$ cat src/mpp_pkg.sv
// Shared widths, codes and helpers of the mecanum position move planner.
`timescale 1ns / 1ps

package mpp_pkg;

   localparam int TR_W       = 18;
   localparam int CS_W       = 19;
   localparam int SX_W       = 24;
   localparam int DEG_W      = 27;
   localparam int SLOT_W     = 8;
   localparam int STAT_W     = 2;
   localparam int SPD_W      = 20;
   localparam int DIST_W     = 26;
   localparam int DUR_W      = 24;
   localparam int REJ_W      = 32;
   localparam int CSR_IDX_W  = 1;
   localparam int CSR_DATA_W = 19;

   localparam int WORK_W     = 27;
   localparam int RMAG_W     = 24;
   localparam int ROT_SHIFT  = 40;

   localparam int MUL_A_W    = 38;
   localparam int MUL_B_W    = 27;
   localparam int MUL_P_W    = MUL_A_W + MUL_B_W;

   localparam int DIV_D_W    = 27;
   localparam int DIV_Q_W    = 24;
   localparam int DIV_C_W    = 5;
   localparam int WHEEL_Q_W  = 19;
   localparam int DUR_Q_W    = 24;

   localparam int NUM_WHEELS = 4;

   localparam logic [SLOT_W-1:0] FRAMES_PER_MOVE = SLOT_W'(5);
   localparam logic [CS_W-1:0]   DEG_TO_RAD_Q24  = CS_W'(292818);
   localparam logic [CS_W-1:0]   CRUISE_RESET    = CS_W'(13107);
   localparam logic [DUR_W-1:0]  DUR_PAD         = DUR_W'(100);
   localparam logic [DUR_W-1:0]  DUR_MAX         = '1;

   localparam logic [STAT_W-1:0] STATUS_NOMOVE   = 2'd0;
   localparam logic [STAT_W-1:0] STATUS_ISSUED   = 2'd1;
   localparam logic [STAT_W-1:0] STATUS_REJECTED = 2'd2;

   localparam logic [CSR_IDX_W-1:0] REG_TURN_RADIUS  = 1'd0;
   localparam logic [CSR_IDX_W-1:0] REG_CRUISE_SPEED = 1'd1;

   localparam logic [1:0] WHEEL_FL = 2'd0;
   localparam logic [1:0] WHEEL_FR = 2'd1;
   localparam logic [1:0] WHEEL_RL = 2'd2;
   localparam logic [1:0] WHEEL_RR = 2'd3;

   function automatic logic [DIST_W-1:0] abs_dist(input logic [DIST_W-1:0] v);
      logic [DIST_W-1:0] r;
      r = v;
      if (v[DIST_W-1]) r = ~v + 1'b1;
      return r;
   endfunction

endpackage

$ cat src/mpp_mul.sv
// Radix-2 shift-add multiplier, one multiplier bit per cycle.
`timescale 1ns / 1ps

module mpp_mul import mpp_pkg::*; #(
   parameter int A_W = MUL_A_W,
   parameter int B_W = MUL_B_W
) (
   input  logic                 clock,
   input  logic                 reset,
   input  logic                 start,
   input  logic [A_W-1:0]       a,
   input  logic [B_W-1:0]       b,
   output logic                 done,
   output logic [A_W+B_W-1:0]   p
);

   localparam int CNT_W = $clog2(B_W);

   logic [A_W-1:0]   a_ff, a_in;
   logic [A_W-1:0]   hi_ff, hi_in;
   logic [B_W-1:0]   lo_ff, lo_in;
   logic [CNT_W-1:0] cnt_ff, cnt_in;
   logic             busy_ff, busy_in;
   logic             done_ff, done_in;
   logic [A_W:0]     sum;

   assign sum = {1'b0, hi_ff} + (lo_ff[0] ? {1'b0, a_ff} : '0);

   always_comb begin
      a_in    = a_ff;
      hi_in   = hi_ff;
      lo_in   = lo_ff;
      cnt_in  = cnt_ff;
      busy_in = busy_ff;
      done_in = 1'b0;
      if (start) begin
         a_in    = a;
         hi_in   = '0;
         lo_in   = b;
         cnt_in  = '0;
         busy_in = 1'b1;
      end else if (busy_ff) begin
         {hi_in, lo_in} = {sum, lo_ff[B_W-1:1]};
         cnt_in = cnt_ff + 1'b1;
         if (cnt_ff == CNT_W'(B_W - 1)) begin
            busy_in = 1'b0;
            done_in = 1'b1;
         end
      end
   end

   always_ff @(posedge clock) begin
      if (reset) begin
         busy_ff <= 1'b0;
         done_ff <= 1'b0;
         cnt_ff  <= '0;
      end else begin
         busy_ff <= busy_in;
         done_ff <= done_in;
         cnt_ff  <= cnt_in;
      end
      a_ff  <= a_in;
      hi_ff <= hi_in;
      lo_ff <= lo_in;
   end

   assign done = done_ff;
   assign p    = {hi_ff, lo_ff};

   a_no_restart: assert property (@(posedge clock) disable iff (reset)
      start |-> !busy_ff)
      else $error("multiplier restarted while busy");

endmodule

$ cat src/mpp_div.sv
// Restoring divider, one quotient bit per cycle, remainder seeded below the divisor.
`timescale 1ns / 1ps

module mpp_div import mpp_pkg::*; #(
   parameter int D_W = DIV_D_W,
   parameter int Q_W = DIV_Q_W,
   parameter int C_W = DIV_C_W
) (
   input  logic           clock,
   input  logic           reset,
   input  logic           start,
   input  logic [D_W-1:0] rem0,
   input  logic [Q_W-1:0] low,
   input  logic [D_W-1:0] den,
   input  logic [C_W-1:0] steps,
   output logic           done,
   output logic [Q_W-1:0] quo
);

   logic [D_W-1:0] rem_ff, rem_in;
   logic [Q_W-1:0] low_ff, low_in;
   logic [D_W-1:0] den_ff, den_in;
   logic [C_W-1:0] steps_ff, steps_in;
   logic [C_W-1:0] cnt_ff, cnt_in;
   logic           busy_ff, busy_in;
   logic           done_ff, done_in;
   logic [D_W:0]   shifted;
   logic [D_W:0]   diff;
   logic           fits;

   assign shifted = {rem_ff, low_ff[Q_W-1]};
   assign diff    = shifted - {1'b0, den_ff};
   assign fits    = !diff[D_W];

   always_comb begin
      rem_in   = rem_ff;
      low_in   = low_ff;
      den_in   = den_ff;
      steps_in = steps_ff;
      cnt_in   = cnt_ff;
      busy_in  = busy_ff;
      done_in  = 1'b0;
      if (start) begin
         rem_in   = rem0;
         low_in   = low;
         den_in   = den;
         steps_in = steps;
         cnt_in   = '0;
         busy_in  = 1'b1;
      end else if (busy_ff) begin
         rem_in = fits ? diff[D_W-1:0] : shifted[D_W-1:0];
         low_in = {low_ff[Q_W-2:0], fits};
         cnt_in = cnt_ff + 1'b1;
         if (cnt_ff == steps_ff - 1'b1) begin
            busy_in = 1'b0;
            done_in = 1'b1;
         end
      end
   end

   always_ff @(posedge clock) begin
      if (reset) begin
         busy_ff <= 1'b0;
         done_ff <= 1'b0;
         cnt_ff  <= '0;
      end else begin
         busy_ff <= busy_in;
         done_ff <= done_in;
         cnt_ff  <= cnt_in;
      end
      rem_ff   <= rem_in;
      low_ff   <= low_in;
      den_ff   <= den_in;
      steps_ff <= steps_in;
   end

   assign done = done_ff;
   assign quo  = low_ff;

   a_seed_below_den: assert property (@(posedge clock) disable iff (reset)
      start |-> (rem0 < den) && !busy_ff)
      else $error("divider seeded with remainder not below divisor");

endmodule

$ cat src/mecanum_position_move_planner.sv
// Top level: mecanum move planner, sequencer around a serial multiplier and divider.
// Sequence: no-move and rejected items finish after classification, while an issued move
//   goes on through six multiplies and up to five divides (one per wheel, one for duration).
// Throughput: one item at a time; the next item is accepted once the result has been
//   moved to the output register, even while that result still waits.
// Reset (synchronous): turn_radius 0, cruise_speed 13107, reject count 0, no result pending.
`timescale 1ns / 1ps

module mecanum_position_move_planner import mpp_pkg::*; (
   input  logic                         clock,
   input  logic                         reset,
   input  logic                         req_valid,
   output logic                         req_ready,
   input  logic signed [SX_W-1:0]       req_shift_x,
   input  logic signed [SX_W-1:0]       req_shift_y,
   input  logic signed [DEG_W-1:0]      req_turn_degrees,
   input  logic [SLOT_W-1:0]            req_free_slots,
   output logic                         rsp_valid,
   input  logic                         rsp_ready,
   output logic [STAT_W-1:0]            rsp_status,
   output logic signed [SPD_W-1:0]      rsp_front_left_speed,
   output logic signed [SPD_W-1:0]      rsp_front_right_speed,
   output logic signed [SPD_W-1:0]      rsp_rear_left_speed,
   output logic signed [SPD_W-1:0]      rsp_rear_right_speed,
   output logic signed [DIST_W-1:0]     rsp_front_left_distance,
   output logic signed [DIST_W-1:0]     rsp_front_right_distance,
   output logic signed [DIST_W-1:0]     rsp_rear_left_distance,
   output logic signed [DIST_W-1:0]     rsp_rear_right_distance,
   output logic [DUR_W-1:0]             rsp_move_ms,
   output logic [REJ_W-1:0]             rsp_reject_total,
   input  logic                         csr_wr_en,
   input  logic [CSR_IDX_W-1:0]         csr_index,
   input  logic [CSR_DATA_W-1:0]        csr_wr_data
);

   localparam int NW_W = DIST_W + 1 + CS_W;
   localparam int TH_W = DIST_W + 10;
   localparam int NT_W = DIST_W + 11;

   typedef enum logic [10:0] {
      ST_IDLE   = 11'b000_0000_0001,
      ST_MUL_K  = 11'b000_0000_0010,
      ST_MUL_P  = 11'b000_0000_0100,
      ST_ROT    = 11'b000_0000_1000,
      ST_MAX    = 11'b000_0001_0000,
      ST_CLASS  = 11'b000_0010_0000,
      ST_MUL_W  = 11'b000_0100_0000,
      ST_DIV_W  = 11'b000_1000_0000,
      ST_TSET   = 11'b001_0000_0000,
      ST_DIV_T  = 11'b010_0000_0000,
      ST_FINISH = 11'b100_0000_0000
   } state_type;

   state_type               state_ff, state_in;
   logic [TR_W-1:0]         radius_ff, radius_in;
   logic [CS_W-1:0]         cruise_ff, cruise_in;
   logic [REJ_W-1:0]        rej_ff, rej_in;
   logic                    mul_start_ff, mul_start_in;
   logic                    div_start_ff, div_start_in;

   logic signed [SX_W-1:0]  x_ff, x_in;
   logic signed [SX_W-1:0]  y_ff, y_in;
   logic                    deg_neg_ff, deg_neg_in;
   logic [DEG_W-1:0]        absdeg_ff, absdeg_in;
   logic [SLOT_W-1:0]       slots_ff, slots_in;
   logic [CS_W-1:0]         spd_ff, spd_in;
   logic [DIST_W-1:0]       d_ff [NUM_WHEELS];
   logic [DIST_W-1:0]       d_in [NUM_WHEELS];
   logic [DIST_W-1:0]       m_ff, m_in;
   logic [1:0]              idx_ff, idx_in;
   logic [SPD_W-1:0]        speed_ff [NUM_WHEELS];
   logic [SPD_W-1:0]        speed_in [NUM_WHEELS];
   logic [DUR_W-1:0]        dur_ff, dur_in;
   logic [STAT_W-1:0]       status_ff, status_in;

   logic                    rsp_valid_ff, rsp_valid_in;
   logic [STAT_W-1:0]       o_status_ff, o_status_in;
   logic [SPD_W-1:0]        o_speed_ff [NUM_WHEELS];
   logic [SPD_W-1:0]        o_speed_in [NUM_WHEELS];
   logic [DIST_W-1:0]       o_dist_ff [NUM_WHEELS];
   logic [DIST_W-1:0]       o_dist_in [NUM_WHEELS];
   logic [DUR_W-1:0]        o_dur_ff, o_dur_in;
   logic [REJ_W-1:0]        o_rej_ff, o_rej_in;

   logic                    mul_done;
   logic [MUL_P_W-1:0]      mul_p;
   logic [MUL_A_W-1:0]      mul_a;
   logic [MUL_B_W-1:0]      mul_b;
   logic                    div_done;
   logic [DIV_Q_W-1:0]      div_quo;
   logic [DIV_D_W-1:0]      div_rem0;
   logic [DIV_Q_W-1:0]      div_low;
   logic [DIV_D_W-1:0]      div_den;
   logic [DIV_C_W-1:0]      div_steps;

   logic [DEG_W-1:0]        req_deg_u;
   logic [DEG_W-1:0]        req_absdeg;
   logic [RMAG_W-1:0]       rmag;
   logic signed [WORK_W-1:0] srot_mag, srot, xw, yw;
   logic signed [WORK_W-1:0] dfl, dfr, drl, drr;
   logic [DIST_W-1:0]       a0, a1, a2, a3, m01, m23, m_max;
   logic [TH_W-1:0]         thousand_m;
   logic                    no_move;
   logic [NT_W-1:0]         nt;
   logic                    dur_sat;
   logic [NW_W-1:0]         nw;
   logic [DIST_W-1:0]       cur_d;
   logic [SPD_W-1:0]        q_mag;
   logic [DUR_W:0]          dur_sum;

   assign req_deg_u  = req_turn_degrees;
   assign req_absdeg = req_deg_u[DEG_W-1] ? ~req_deg_u + 1'b1 : req_deg_u;

   assign rmag     = RMAG_W'(mul_p[ROT_SHIFT+RMAG_W-1:ROT_SHIFT] +
                             RMAG_W'(mul_p[ROT_SHIFT-1]));
   assign srot_mag = $signed(WORK_W'(rmag));
   assign srot     = deg_neg_ff ? -srot_mag : srot_mag;
   assign xw       = WORK_W'(x_ff);
   assign yw       = WORK_W'(y_ff);
   assign dfl      = yw - xw - srot;
   assign dfr      = yw + xw + srot;
   assign drl      = yw + xw - srot;
   assign drr      = yw - xw + srot;

   assign a0    = abs_dist(d_ff[WHEEL_FL]);
   assign a1    = abs_dist(d_ff[WHEEL_FR]);
   assign a2    = abs_dist(d_ff[WHEEL_RL]);
   assign a3    = abs_dist(d_ff[WHEEL_RR]);
   assign m01   = (a0 > a1) ? a0 : a1;
   assign m23   = (a2 > a3) ? a2 : a3;
   assign m_max = (m01 > m23) ? m01 : m23;

   // 1000*m and 2000*m + speed as shift-subtract
   assign thousand_m = {m_ff, 10'b0} - TH_W'({m_ff, 4'b0}) - TH_W'({m_ff, 3'b0});
   assign no_move    = thousand_m < TH_W'(spd_ff);
   assign nt         = {m_ff, 11'b0} - NT_W'({m_ff, 5'b0}) - NT_W'({m_ff, 4'b0})
                       + NT_W'(spd_ff);
   assign dur_sat    = DIV_D_W'(nt[NT_W-1:DUR_Q_W]) >= DIV_D_W'({spd_ff, 1'b0});

   assign cur_d   = d_ff[idx_ff];
   assign nw      = NW_W'(mul_p[NW_W-1:0]) + NW_W'(m_ff);
   assign q_mag   = SPD_W'(div_quo[WHEEL_Q_W-1:0]);
   assign dur_sum = {1'b0, div_quo} + {1'b0, DUR_PAD};

   always_comb begin
      unique case (state_ff)
         ST_MUL_K: begin
            mul_a = MUL_A_W'(DEG_TO_RAD_Q24);
            mul_b = MUL_B_W'(radius_ff);
         end
         ST_MUL_P: begin
            mul_a = mul_p[MUL_A_W-1:0];
            mul_b = MUL_B_W'(absdeg_ff);
         end
         default: begin
            mul_a = MUL_A_W'({abs_dist(cur_d), 1'b0});
            mul_b = MUL_B_W'(spd_ff);
         end
      endcase
   end

   always_comb begin
      unique case (state_ff)
         ST_DIV_T: begin
            div_rem0  = DIV_D_W'(nt[NT_W-1:DUR_Q_W]);
            div_low   = nt[DUR_Q_W-1:0];
            div_den   = DIV_D_W'({spd_ff, 1'b0});
            div_steps = DIV_C_W'(DUR_Q_W);
         end
         default: begin
            div_rem0  = nw[NW_W-1:WHEEL_Q_W];
            div_low   = {nw[WHEEL_Q_W-1:0], (DIV_Q_W - WHEEL_Q_W)'(0)};
            div_den   = DIV_D_W'({m_ff, 1'b0});
            div_steps = DIV_C_W'(WHEEL_Q_W);
         end
      endcase
   end

   mpp_mul #(
      .A_W (MUL_A_W),
      .B_W (MUL_B_W)
   ) u_mul (
      .clock (clock),
      .reset (reset),
      .start (mul_start_ff),
      .a     (mul_a),
      .b     (mul_b),
      .done  (mul_done),
      .p     (mul_p)
   );

   mpp_div #(
      .D_W (DIV_D_W),
      .Q_W (DIV_Q_W),
      .C_W (DIV_C_W)
   ) u_div (
      .clock (clock),
      .reset (reset),
      .start (div_start_ff),
      .rem0  (div_rem0),
      .low   (div_low),
      .den   (div_den),
      .steps (div_steps),
      .done  (div_done),
      .quo   (div_quo)
   );

   always_comb begin
      state_in     = state_ff;
      radius_in    = radius_ff;
      cruise_in    = cruise_ff;
      rej_in       = rej_ff;
      mul_start_in = 1'b0;
      div_start_in = 1'b0;
      x_in         = x_ff;
      y_in         = y_ff;
      deg_neg_in   = deg_neg_ff;
      absdeg_in    = absdeg_ff;
      slots_in     = slots_ff;
      spd_in       = spd_ff;
      d_in         = d_ff;
      m_in         = m_ff;
      idx_in       = idx_ff;
      speed_in     = speed_ff;
      dur_in       = dur_ff;
      status_in    = status_ff;
      rsp_valid_in = rsp_valid_ff;
      o_status_in  = o_status_ff;
      o_speed_in   = o_speed_ff;
      o_dist_in    = o_dist_ff;
      o_dur_in     = o_dur_ff;
      o_rej_in     = o_rej_ff;

      if (csr_wr_en) begin
         unique case (csr_index)
            REG_TURN_RADIUS:  radius_in = csr_wr_data[TR_W-1:0];
            REG_CRUISE_SPEED: cruise_in = csr_wr_data[CS_W-1:0];
         endcase
      end

      if (rsp_valid_ff && rsp_ready) rsp_valid_in = 1'b0;

      unique case (state_ff)
         ST_IDLE: begin
            if (req_valid) begin
               x_in         = req_shift_x;
               y_in         = req_shift_y;
               deg_neg_in   = req_turn_degrees[DEG_W-1];
               absdeg_in    = req_absdeg;
               slots_in     = req_free_slots;
               spd_in       = (cruise_ff == '0) ? CS_W'(1) : cruise_ff;
               state_in     = ST_MUL_K;
               mul_start_in = 1'b1;
            end
         end
         ST_MUL_K: begin
            if (mul_done) begin
               state_in     = ST_MUL_P;
               mul_start_in = 1'b1;
            end
         end
         ST_MUL_P: begin
            if (mul_done) state_in = ST_ROT;
         end
         ST_ROT: begin
            d_in[WHEEL_FL] = dfl[DIST_W-1:0];
            d_in[WHEEL_FR] = dfr[DIST_W-1:0];
            d_in[WHEEL_RL] = drl[DIST_W-1:0];
            d_in[WHEEL_RR] = drr[DIST_W-1:0];
            state_in       = ST_MAX;
         end
         ST_MAX: begin
            m_in     = m_max;
            state_in = ST_CLASS;
         end
         ST_CLASS: begin
            for (int i = 0; i < NUM_WHEELS; i++) speed_in[i] = '0;
            dur_in = '0;
            idx_in = WHEEL_FL;
            if (no_move) begin
               status_in = STATUS_NOMOVE;
               for (int i = 0; i < NUM_WHEELS; i++) d_in[i] = '0;
               state_in  = ST_FINISH;
            end else if (slots_ff < FRAMES_PER_MOVE) begin
               status_in = STATUS_REJECTED;
               if (rej_ff != '1) rej_in = rej_ff + 1'b1;
               state_in  = ST_FINISH;
            end else begin
               status_in    = STATUS_ISSUED;
               state_in     = ST_MUL_W;
               mul_start_in = 1'b1;
            end
         end
         ST_MUL_W: begin
            if (mul_done) begin
               state_in     = ST_DIV_W;
               div_start_in = 1'b1;
            end
         end
         ST_DIV_W: begin
            if (div_done) begin
               speed_in[idx_ff] = cur_d[DIST_W-1] ? -q_mag : q_mag;
               if (idx_ff == WHEEL_RR) begin
                  state_in = ST_TSET;
               end else begin
                  idx_in       = idx_ff + 1'b1;
                  state_in     = ST_MUL_W;
                  mul_start_in = 1'b1;
               end
            end
         end
         ST_TSET: begin
            if (dur_sat) begin
               dur_in   = DUR_MAX;
               state_in = ST_FINISH;
            end else begin
               state_in     = ST_DIV_T;
               div_start_in = 1'b1;
            end
         end
         ST_DIV_T: begin
            if (div_done) begin
               dur_in   = dur_sum[DUR_W] ? DUR_MAX : dur_sum[DUR_W-1:0];
               state_in = ST_FINISH;
            end
         end
         ST_FINISH: begin
            if (!rsp_valid_ff || rsp_ready) begin
               o_status_in  = status_ff;
               o_speed_in   = speed_ff;
               o_dist_in    = d_ff;
               o_dur_in     = dur_ff;
               o_rej_in     = rej_ff;
               rsp_valid_in = 1'b1;
               state_in     = ST_IDLE;
            end
         end
         default: state_in = ST_IDLE;
      endcase
   end

   always_ff @(posedge clock) begin
      if (reset) begin
         state_ff     <= ST_IDLE;
         radius_ff    <= '0;
         cruise_ff    <= CRUISE_RESET;
         rej_ff       <= '0;
         mul_start_ff <= 1'b0;
         div_start_ff <= 1'b0;
         rsp_valid_ff <= 1'b0;
      end else begin
         state_ff     <= state_in;
         radius_ff    <= radius_in;
         cruise_ff    <= cruise_in;
         rej_ff       <= rej_in;
         mul_start_ff <= mul_start_in;
         div_start_ff <= div_start_in;
         rsp_valid_ff <= rsp_valid_in;
      end
      x_ff        <= x_in;
      y_ff        <= y_in;
      deg_neg_ff  <= deg_neg_in;
      absdeg_ff   <= absdeg_in;
      slots_ff    <= slots_in;
      spd_ff      <= spd_in;
      d_ff        <= d_in;
      m_ff        <= m_in;
      idx_ff      <= idx_in;
      speed_ff    <= speed_in;
      dur_ff      <= dur_in;
      status_ff   <= status_in;
      o_status_ff <= o_status_in;
      o_speed_ff  <= o_speed_in;
      o_dist_ff   <= o_dist_in;
      o_dur_ff    <= o_dur_in;
      o_rej_ff    <= o_rej_in;
   end

   assign req_ready                = (state_ff == ST_IDLE);
   assign rsp_valid                = rsp_valid_ff;
   assign rsp_status               = o_status_ff;
   assign rsp_front_left_speed     = o_speed_ff[WHEEL_FL];
   assign rsp_front_right_speed    = o_speed_ff[WHEEL_FR];
   assign rsp_rear_left_speed      = o_speed_ff[WHEEL_RL];
   assign rsp_rear_right_speed     = o_speed_ff[WHEEL_RR];
   assign rsp_front_left_distance  = o_dist_ff[WHEEL_FL];
   assign rsp_front_right_distance = o_dist_ff[WHEEL_FR];
   assign rsp_rear_left_distance   = o_dist_ff[WHEEL_RL];
   assign rsp_rear_right_distance  = o_dist_ff[WHEEL_RR];
   assign rsp_move_ms              = o_dur_ff;
   assign rsp_reject_total         = o_rej_ff;

   a_idle_result_zero: assert property (@(posedge clock) disable iff (reset)
      rsp_valid_ff && (o_status_ff != STATUS_ISSUED) |->
         (o_dur_ff == '0) && (o_speed_ff[WHEEL_FL] == '0) &&
         (o_speed_ff[WHEEL_FR] == '0) && (o_speed_ff[WHEEL_RL] == '0) &&
         (o_speed_ff[WHEEL_RR] == '0))
      else $error("speeds or duration set on an item that was not issued");

   a_reject_count: assert property (@(posedge clock) disable iff (reset)
      (state_ff == ST_CLASS) && !no_move && (slots_ff < FRAMES_PER_MOVE) &&
         (rej_ff != '1) |=> rej_ff == $past(rej_ff) + 1'b1)
      else $error("reject count did not advance");

   a_speed_bound: assert property (@(posedge clock) disable iff (reset)
      (state_ff == ST_DIV_W) && div_done |->
         div_quo <= DIV_Q_W'(spd_ff))
      else $error("wheel speed above cruise speed");

endmodule
$ cat config.mk
export PLATFORM = sky130hd
export DESIGN_NAME = mecanum_position_move_planner
export DESIGN_NICKNAME = d
export VERILOG_FILES = /design/src/mpp_pkg.sv /design/src/mpp_mul.sv /design/src/mpp_div.sv /design/src/mecanum_position_move_planner.sv
export SDC_FILE = /design/constraint.sdc
export NUM_CORES = 2
export LEC_CHECK = 0
export ABC_AREA = 1
export BUFFER_PORTS_ARGS = -buffer_cell sky130_fd_sc_hd__buf_2
export CAP_MARGIN = 20
export CORE_ASPECT_RATIO = 1.4
export CORE_MARGIN = 3
export CORE_UTILIZATION = 35
export DETAILED_ROUTE_END_ITERATION = 8
export SLEW_MARGIN = 0
export SYNTH_ARGS = -nofsm -noshare
export SYNTH_HDL_FRONTEND = slang
export SYNTH_HIERARCHICAL = 1
export SYNTH_SLANG_ARGS = --single-unit
$ cat constraint.sdc
create_clock -name clock -period 37.7 [get_ports clock]
set_input_delay 1.885 -clock clock [delete_from_list [all_inputs] [get_ports clock]]
set_output_delay 1.885 -clock clock [all_outputs]
set_load 0.005 [all_outputs]
==> results.toml <==
[sta]
clock.fmax_ghz = 0.118
hold_violations = 0
fin_crit_ps = 8440
rsz0062_at_grt = "false"
clock_skew_ps = 71.0
slew_viol_final = 0
worst_slew_pin_slew_ps = 1270
final-setup-viol-count = 0
fin_setup_tns_ps = 0
finalWorstSetupSlack_ps = 29260
max-slew-margin-rel_pct = 14.7
fin_crit_sh_pct = 22.4

[yosys]
synth-edff-count = 727
async_flop_share_pct = 0
synth_area_sq_um = 62600
dominantRegCellSynth = "edfxtp_1"
synth-seq-cells = 862
ys_warn_count = 6
seq_area_frac_synth_pct = 39.2
yosysUniqueCellTypes = 81
synth_cells = 8065
avgSynthCellArea_sq_um = 7.77

[global_route]
grt_max_degree = 86
overflow = 0
grt_pass1_wl_mm = 348
antenna_found_initial = 18
grt_pass1_vias = 54300
grt_usage_pct = 25.3

[finish]
fillers = 18200
synthToLayoutAreaGrowth_pct = 12.0
drive_gt1_share_pct = 8.77
nNetsFinal = 8950

[status]
status = "finished, final reports clean"

[power_and_ir_drop]
power_frac_seq_pct = 27.4
clockPowerShare_pct = 21.1
peakVddDrop_mv = 0.0476
internal_power_mw = 2.50
switching_share_pct = 47.1
netSwitchingPower_mw = 2.22
combPwrFrac_pct = 51.5
p_leak_nw = 32.8
p_per_area_nw_per_um2 = 67.4

[routing]
wl_mm = 240
vias = 55700
drt-initial-drc-count = 4706
drc_errors = 0
antenna_left = 0
via_per_inst = 5.18
wl_per_cell_um = 22.3
first_pass_iters = 6

[placement]
port_buffers = 351
place_hpwl_mm = 194
gp_congestion = 0.994
place_ws_ps = 29290

[floorplan]
coreArea_sq_um = 178000
initial_core_util_pct = 35.3
die_w_um = 364
pin_count = 352
fp-row-count = 183
dieArea_sq_um = 184000
fp.dieH_um = 507

[worst_setup_path]
critPathMostFrequentCell = "nand2_1"
cp-end-kind = "register"
required_ps = 38130
critPathMaxFanout = 29
slowest_delay_ps = 1050
critical_path_class = "reg -> reg"
start_kind = "register"
crit_path_top_delay_cell = "nand2_1"
crit_arrival_ps = 8870

[flow_run]
maxCapViolations = 0

[cts]
clk_pin_slew_worst_paths_ps = 60
cts_resized = 0
insertion_delay_ps = 770
htree_levels = 3
post-cts-setup-buffer-count = 0
cts_tree = "yes"
cts_hold_buffers = 0
cts_buffer_depth = 3
cts.sinks = 862
cts_inserted_buffers = 94
cts-root-buf = "clkbuf_16"

[hold_path]
worstHoldPathType = "reg -> reg"
==> metrics by stage <==
stage               total power, mW  cells  hold slack (ps)  util [%]  cell area, sq um
floorplan                      2.90   8066              400         -             62600
global placement               3.68  10500              407      37.6             66800
detailed placement             3.69  10500              405      37.6             66800
CTS                            4.71  10700              405      39.5             70100
global route                   5.04  10700              406      39.5             70100
finish                         4.73  10700              396      39.5             70100
==> layout by cell type (no fill, tap or decap), types with 24 or more instances in the layout <==
cell type  count
a21oi_1      601
nand2_1     1864
edfxtp_1     727
clkbuf_16     95
o31ai_1       25
inv_1       1238
xnor2_1       66
nand4_1      104
or2_2         27
ha_1         448
a31oi_1       45
a22oi_1       31
xor2_1       291
a21o_1        25
o21bai_1      25
buf_2        352
buf_4         56
nand2_2       45
nor4_1        52
nor3_1       123
o21ai_0      478
nor2_1       778
dfxtp_1      133
nand3_1      332
o211ai_1      24
o21a_1        31
fa_1          61
nand3b_1      36
==> worst paths after layout <==
path | slack, ps | startpoint | cells past startpoint | to
worst max-delay path | 29260 | d_ff[0] | 30 | m_ff[15]
worst min-delay path | 400 | dur_ff[22] | 0 | rsp_move_ms[22]
worst max register to register | 29260 | d_ff[0] | 30 | m_ff[15]
worst min register to register | 400 | dur_ff[22] | 0 | rsp_move_ms[22]
==> logic make-up after synthesis <==
| family | count (synthesis) | share of synthesized area, % |
|---|---|---|
| and+or+nand+nor | 3446 | 23.4 |
| buffers and inverters | 1497 | 9.18 |
| AOI/OAI and AO/OA | 1390 | 12.3 |
| DFF | 862 | 39.2 |
| adders and majority gates | 509 | 10.9 |
| xor gates and xnor gates | 357 | 4.99 |
| other | 2 | 0.0120 |
| muxes | 2 | 0.0340 |
==> cell type report <==
type / instances / area [sq um] / share of cell area (%)
multi-input combinational: 5707 / 32500 / 46.3
clock buffer: 111 / 2500 / 3.56
tap: 2312 / 2890 / 4.12
inverter: 1260 / 4730 / 6.75
clock inverter: 64 / 822 / 1.17
antenna: 10 / 25.0 / 0.0357
timing repair buffer: 408 / 2180 / 3.11
sequential: 862 / 24500 / 35.0
==> critical path: cells and delay by family, from the launching register on <==
family	cells	cell delay, ps
AOI/OAI and AO/OA	3	360
and+or+nand+nor	20	5490
buffers and inverters	5	1200
DFF	1	450
adders and majority gates	2	610
==> cells in the mapped netlist, types with 6 or more instances <==
| library cell | n | area share [%] |
|---|---|---|
| or2_2 | 27 | 0.27 |
| a21o_1 | 25 | 0.30 |
| inv_1 | 1239 | 7.4 |
| a22oi_1 | 31 | 0.37 |
| a21oi_1 | 602 | 4.8 |
| o211ai_1 | 24 | 0.29 |
| a21boi_0 | 12 | 0.14 |
| ha_1 | 448 | 8.9 |
| a211oi_1 | 6 | 0.072 |
| o21ai_0 | 478 | 3.8 |
| nand3_2 | 20 | 0.32 |
| nand3_1 | 332 | 2.7 |
| nor2_2 | 13 | 0.13 |
| nor4_1 | 53 | 0.53 |
| o21ai_1 | 20 | 0.16 |
| nand2_1 | 1867 | 11 |
| xor2_1 | 291 | 4.1 |
| a31oi_1 | 45 | 0.45 |
| nor2_4 | 7 | 0.13 |
| buf_1 | 15 | 0.090 |
| a21boi_1 | 8 | 0.096 |
| buf_4 | 10 | 0.12 |
| fa_1 | 61 | 1.9 |
| dfxtp_1 | 135 | 4.3 |
| nand2_4 | 7 | 0.13 |
| and3_1 | 7 | 0.070 |
| inv_2 | 16 | 0.096 |
| edfxtp_1 | 727 | 35 |
| nor2_1 | 781 | 4.7 |
| nor3_1 | 124 | 0.99 |
| o21bai_1 | 25 | 0.30 |
| nand2_2 | 42 | 0.42 |
| clkbuf_1 | 184 | 1.1 |
| buf_2 | 20 | 0.16 |
| xnor2_1 | 66 | 0.92 |
| o21a_1 | 32 | 0.38 |
| o31ai_1 | 25 | 0.30 |
| nand3b_1 | 36 | 0.43 |
| nand4_1 | 104 | 1.0 |
==> power by group through the flow <==
| stage | logic, mW | registers (mW) | clock network [mW] |
|---|---|---|---|
| 4_1_cts | 2.40 | 1.29 | 1.02 |
| 5_1_grt | 2.69 | 1.30 | 1.06 |
| 3_5_place_dp | 2.38 | 1.31 | 0 |
| 6_report | 2.44 | 1.29 | 0.998 |
| 2_1_floorplan | 1.62 | 1.27 | 0 |
| 3_3_place_gp | 2.37 | 1.31 | 0 |
==> registers in the layout (all words and copies together) (netlist names), 20 cells and up <==
signal	count
x_ff	24
u_div/quo	24
rsp_rear_right_speed	20
u_div/rem_ff	27
y_ff	24
speed_ff	80
rej_ff	32
rsp_front_left_distance	25
dur_ff	24
m_ff	26
rsp_reject_total	32
rsp_front_left_speed	20
u_mul/hi_ff	38
rsp_front_right_distance	26
absdeg_ff	27
u_div/den_ff	27
rsp_rear_left_distance	25
rsp_rear_right_distance	26
rsp_rear_left_speed	20
rsp_move_ms	24
u_mul/lo_ff	27
d_ff	102
rsp_front_right_speed	20
u_mul/a_ff	38
==> metal layers <==
layer / routed length, um / track usage [%] / share of wire [%] / vias up
li1: - / - / - / 27000
met1: 90800 / 28.5 / 38 / 26100
met2: 117000 / 44.3 / 49 / 1967
met3: 13700 / 3.45 / 5.7 / 531
met4: 18500 / 17.2 / 7.7 / 4
met5: 23 / 0 / 0.0096 / -
Note: power is estimated with default switching activity, not from simulation.
